`src/rtl/core/conv3x3_single_channel_relu_macros.svh`:
```
// assertion macros shared by the conv3x3 block
// no dependencies; included by files that carry concurrent assertions
`ifndef CONV3X3_SINGLE_CHANNEL_RELU_MACROS_SVH
`define CONV3X3_SINGLE_CHANNEL_RELU_MACROS_SVH

// same-cycle implication, disabled in reset
`define C3R_ASSERT_NOW(label, clk, rst_n, ante, cons, msg) \
  label: assert property (@(posedge clk) disable iff (!rst_n) (ante) |-> (cons)) \
    else $error(msg);

// next-cycle implication, disabled in reset
`define C3R_ASSERT_NEXT(label, clk, rst_n, ante, cons, msg) \
  label: assert property (@(posedge clk) disable iff (!rst_n) (ante) |=> (cons)) \
    else $error(msg);

`endif

```
`src/rtl/core/c3r_pkg.sv`:
```
// shared types, codes and constants of the conv3x3 block
// no dependencies
package c3r_pkg;

  localparam int MAX_WIDTH_DEF   = 32;
  localparam int FILT_CNT_DEF    = 32;
  localparam int HEIGHT_LIMIT    = 64;
  localparam int TAPS            = 9;
  localparam int ACC_W           = 36;
  localparam int CFG_W           = 7;
  localparam int CFG_IDX_W       = 1;

  localparam logic [5:0] FRAME_WIDTH_RST  = 6'd28;
  localparam logic [6:0] FRAME_HEIGHT_RST = 7'd28;

  // configuration register indexes
  localparam logic [CFG_IDX_W-1:0] REG_FRAME_WIDTH  = 1'b0;
  localparam logic [CFG_IDX_W-1:0] REG_FRAME_HEIGHT = 1'b1;

  // input command codes
  localparam logic [1:0] CMD_LOAD_WEIGHT = 2'd0;
  localparam logic [1:0] CMD_LOAD_BIAS   = 2'd1;
  localparam logic [1:0] CMD_SAMPLE      = 2'd2;
  localparam logic [1:0] CMD_RESERVED    = 2'd3;

  localparam logic [14:0] FEATURE_MAX = 15'h7fff;

  // controller to datapath
  typedef struct packed {
    logic clr;
    logic accept;
    logic prep_dims;
    logic prep_norm;
    logic prep_read;
    logic row_step;
    logic tap_load;
    logic issue;
  } c3r_cmd_t;

  // datapath to controller
  typedef struct packed {
    logic clr_last;
    logic have_out;
    logic div_busy;
    logic adv;
    logic f_last;
    logic front_busy;
  } c3r_sts_t;

endpackage

```
`src/rtl/core/c3r_ctrl.sv`:
```
// controller state machine sequencing each word through the datapath
// depends on c3r_pkg
module c3r_ctrl
  import c3r_pkg::*;
(
  input  logic       clk,
  input  logic       rst_n,
  input  logic       in_valid,
  input  logic [1:0] in_command,
  output logic       in_ready,
  output c3r_cmd_t   cmd,
  input  c3r_sts_t   sts
);

  localparam logic [3:0] S_CLR  = 4'd0;
  localparam logic [3:0] S_IDLE = 4'd1;
  localparam logic [3:0] S_DIMS = 4'd2;
  localparam logic [3:0] S_NORM = 4'd3;
  localparam logic [3:0] S_READ = 4'd4;
  localparam logic [3:0] S_STEP = 4'd5;
  localparam logic [3:0] S_DIV  = 4'd6;
  localparam logic [3:0] S_TAP  = 4'd7;
  localparam logic [3:0] S_RUN  = 4'd8;
  localparam logic [3:0] S_WAIT = 4'd9;

  logic [3:0] state_r, state_nxt;
  logic       accept;

  assign in_ready = state_r == S_IDLE;
  assign accept   = in_valid && in_ready;

  // next state
  always_comb begin
    state_nxt = state_r;
    unique case (state_r)
      S_CLR:  if (sts.clr_last) state_nxt = S_IDLE;
      S_IDLE: if (accept && in_command == CMD_SAMPLE) state_nxt = S_DIMS;
      S_DIMS: state_nxt = S_NORM;
      S_NORM: state_nxt = S_READ;
      S_READ: state_nxt = S_STEP;
      S_STEP: state_nxt = sts.have_out ? S_DIV : S_IDLE;
      S_DIV:  if (!sts.div_busy) state_nxt = S_TAP;
      S_TAP:  state_nxt = S_RUN;
      S_RUN:  if (sts.adv && sts.f_last) state_nxt = S_WAIT;
      S_WAIT: if (!sts.front_busy) state_nxt = S_IDLE;
      default: state_nxt = S_IDLE;
    endcase
  end

  always_ff @(posedge clk) begin
    if (!rst_n) begin
      state_r <= S_CLR;
    end else begin
      state_r <= state_nxt;
    end
  end

  // datapath commands
  always_comb begin
    cmd           = '0;
    cmd.clr       = state_r == S_CLR;
    cmd.accept    = accept;
    cmd.prep_dims = state_r == S_DIMS;
    cmd.prep_norm = state_r == S_NORM;
    cmd.prep_read = state_r == S_READ;
    cmd.row_step  = state_r == S_STEP;
    cmd.tap_load  = state_r == S_TAP;
    cmd.issue     = state_r == S_RUN;
  end

endmodule

```
`config.mk`:
```
export PLATFORM = sky130hd
export DESIGN_NAME = c3r_ctrl
export DESIGN_NICKNAME = d
export VERILOG_FILES = /design/src/rtl/core/conv3x3_single_channel_relu_macros.svh /design/src/rtl/core/c3r_pkg.sv /design/src/rtl/core/c3r_ctrl.sv
export SDC_FILE = /design/constraint.sdc
export NUM_CORES = 1
export LEC_CHECK = 0
export BUFFER_PORTS_ARGS = -buffer_cell sky130_fd_sc_hd__buf_4
export CAP_MARGIN = 0
export CELL_PAD_IN_SITES_DETAIL_PLACEMENT = 2
export CELL_PAD_IN_SITES_GLOBAL_PLACEMENT = 2
export CORE_MARGIN = 4
export CORE_UTILIZATION = 20
export CTS_CLUSTER_SIZE = 30
export DETAILED_ROUTE_END_ITERATION = 6
export GPL_TIMING_DRIVEN = 0
export PLACE_DENSITY = 0.78
export SYNTH_ARGS = -nofsm -noshare
export SYNTH_HDL_FRONTEND = slang
export SYNTH_SLANG_ARGS = --single-unit
```
`constraint.sdc`:
```
create_clock -name clk -period 3.34 [get_ports clk]
set_input_delay 0.668 -clock clk [delete_from_list [all_inputs] [get_ports clk]]
set_output_delay 0.668 -clock clk [all_outputs]
set_load 0.02 [all_outputs]
```
==> metrics.cfg <==
[floorplan]
io-pin-count=20
die_h_um=47.2
start_util=0.224
chipWidth_um=47.2
fp.dieArea_sq_mm=0.00222
rows=13
core-area_sq_mm=0.00137

[detailed_routing]
routedWlPerCell_um=14.4
drt_pre_antenna_iters=2
avgViaCountPerCell=4.94
dr_total_vias=385
drt_iter0_markers=6
final_antenna_violating_net_count=0
finalWirelength_um=1120
post-route-drc-count=0

[setup_path]
critical_path.slowest_cell=nor4b_1
critical_path.reg2reg.startpoint=state_r[3]$_SDFFE_PN0P_
worst-r2r-cell-count=4
path_buf_inv=3
critPathMaxStageDelay_ns=0.48
path_cells=buf_4 -> nor4b_1 -> and2_1 -> buf_4 -> buf_4
cp.arrival_ns=1.59
cp_max_fo=9
critical_path.most_common_cell=buf_4
startpoint_type=flop
timing.critical_path.required_ns=2.67
worstSetupPathType=flop to output pin
startpoint=state_r[2]$_SDFFE_PN0P_
regToRegEndpoint=state_r[0]$_SDFFE_PN0P_
reg2reg_setup_slack_ns=1.73
critical_path.top_delay_family=simple AND/OR/NAND/NOR gates
timing.critical_path.to_type=output pin

[yosys]
synth-async-reset-ratio=0
syn-num-nets=52
synth_ff_type=dfxtp_1
main_combinational_cell_family_by_area_after_synthesis=simple AND/OR/NAND/NOR gates
netlist.top_cell.by_area=dfxtp_1
synth.distinct_cells=23
yosysTopAreaCellShare=0.261
syn-instance-count=41
synthSimpleGateAreaFrac=0.457
multiplexer_area_fraction_after_synthesis=0
synthesis.yosys.warnings=0
synth.area.top_cells=dfxtp_1 (26%), nand2b_1 (10%), nor3_1 (8.2%)
yosys.area_share.xor_xnor=0
adder_cell_share_of_the_synthesized_area=0
syn_avg_cell_area_sq_um=7.48
ys_seq_area_frac=0.261
fraction_of_the_mapped_netlist_area_in_compound_gates=0.196
post_synth_instance_area_sq_um=307
synth_edf_count=0
yosys_register_bits=4

[cells_and_area]
areaGrowthSynthToFinish_pct=60.0
top_regs=state_r: 4 flops
regMostFlops=state_r
mostFrequentLayoutCell=buf_4
max_ffs_per_register=4
n_antenna_cell=0
filler_cell_count=181
mostFrequentLayoutCells=buf_4 (21), nand2b_1 (5), nor3_1 (5)
layout.nets=76
final_layout_size_suffix_gt1_frac=0.381

[grt]
grt_overflow_total=0
grt_max_degree=11
grt_pass1_vias=420
grt_antenna_before_repair=0
wire_length_of_the_first_global_routing_pass_um=1830
gr-usage-all-layers=0.123

[pwr]
switching_power_uw=95.1
power_uw=247
p_leak_nw=0.218
swShare=0.385
internal_power_uw=152
pwr_density_cell_mw_per_mm2=504
power_frac_comb=0.501
power.ir.vdd_worst_v=0.000175
share_seq_of_total_power=0.249
power.share.clock=0.250

[sta]
fmax_mhz=443
setup-tns-final_ns=0
final-max-slew-violation-count=0
fin_crit_sh=0.676
setup_viol_count_final=0
slew_headroom=0.630
clock_skew_ns=0.00166
finalHoldViolations=0
rsz0062_at_grt=false
period_needed_ns=2.26
worst_slew_pin_slew_ns=0.547

[min_path]
path_class_of_the_lowest_slack_min_delay_path=flop to flop
worst_hold_path_startpoint=state_r[2]$_SDFFE_PN0P_
min_to=state_r[2]$_SDFFE_PN0P_
hold_depth=2

[clock_network]
cts_root_buf=clkbuf_4
post_cts.resized_instances=0
clk_path_buf_depth=2
clock_latency_ns=0.24
clock_sink_count=4
ctsHoldBuffers=0
tritoncts_clock_tree=done
worst_setup_hold_path_clk_slew_ns=0.04
h-tree-depth=1
cts-buffers-inserted=3
post_cts.repair.setup_buffers=0

[placement]
globalplace.congestion=0.703
port-buffer-count=19
hpwlAfterDp_um=865

[status]
run_status=complete, no violations

[run]
drv_cap=0

## area by class of cell
cell class | count | area, sq um | share of cell area
inverters | 1 | 3.75 | 0.00765
well taps | 15 | 18.8 | 0.0383
plain buffers | 4 | 22.5 | 0.0459
clock buffers | 3 | 22.5 | 0.0459
flip-flops and latches | 4 | 80.1 | 0.163
multi-input cells | 32 | 200 | 0.408
repair buffers | 19 | 143 | 0.291
## metrics by stage
step	utilization	hold WS (ns)	instance area (sq um)	std cells	setup WS, ns
after global routing	0.359	0.653	490	78	0.997
after global placement	0.342	0.573	468	75	1.39
after CTS	0.359	0.607	490	78	1.07
after floorplan	-	0.531	307	41	1.03
after detailed placement	0.342	0.599	468	75	1.32
final	0.359	0.599	490	78	1.08
## metal layers
| layer | vias to the layer above | global-route usage | share of wire |
|---|---|---|---|
| met3 | 4 | 0.0268 | 0.053 |
| li1 | 193 | - | - |
| met5 | - | 0 | 0 |
| met4 | 0 | 0.116 | 0.028 |
| met1 | 176 | 0.136 | 0.42 |
| met2 | 12 | 0.192 | 0.50 |
## logic make-up after synthesis
family,count (synthesis)
AO/OA/AOI/OAI,8
buffers and inverters,5
flip-flops,4
AND/OR/NAND/NOR,24
## worst reg2reg max path: stages, from the launching register on
cell and delay (ns):
dfxtp_1 0.47, nor4_1 0.12, a22o_1 0.28, or4_1 0.52
a21boi_1 0.15
## synthesized netlist by cell type (2+ instances only)
library cell	count
nor3_1	5
buf_4	2
nand2b_1	5
dfxtp_1	4
nand3b_1	2
nand2_1	2
clkbuf_1	2
nor2_1	3
a211oi_1	2
## worst max path at each step
stage	to	slack, ns	cells after the start
2_1_floorplan	cmd[6]	1.03	4
3_3_place_gp	cmd[6]	1.39	5
3_5_place_dp	cmd[6]	1.32	5
4_1_cts	cmd[6]	1.07	5
5_1_grt	cmd[6]	1.0	5
6_report	cmd[6]	1.08	5
## power groups by stage
| stage | logic (mW) | registers, mW | clock network [mW] |
|---|---|---|---|
| CTS | 0.126 | 0.0615 | 0.0641 |
| global route | 0.136 | 0.0628 | 0.0690 |
| floorplan | 0.0786 | 0.0600 | 0 |
| finish | 0.124 | 0.0616 | 0.0618 |
| global placement | 0.123 | 0.0614 | 0 |
| detailed placement | 0.125 | 0.0621 | 0 |
Note: power is estimated with default switching activity, not from simulation.
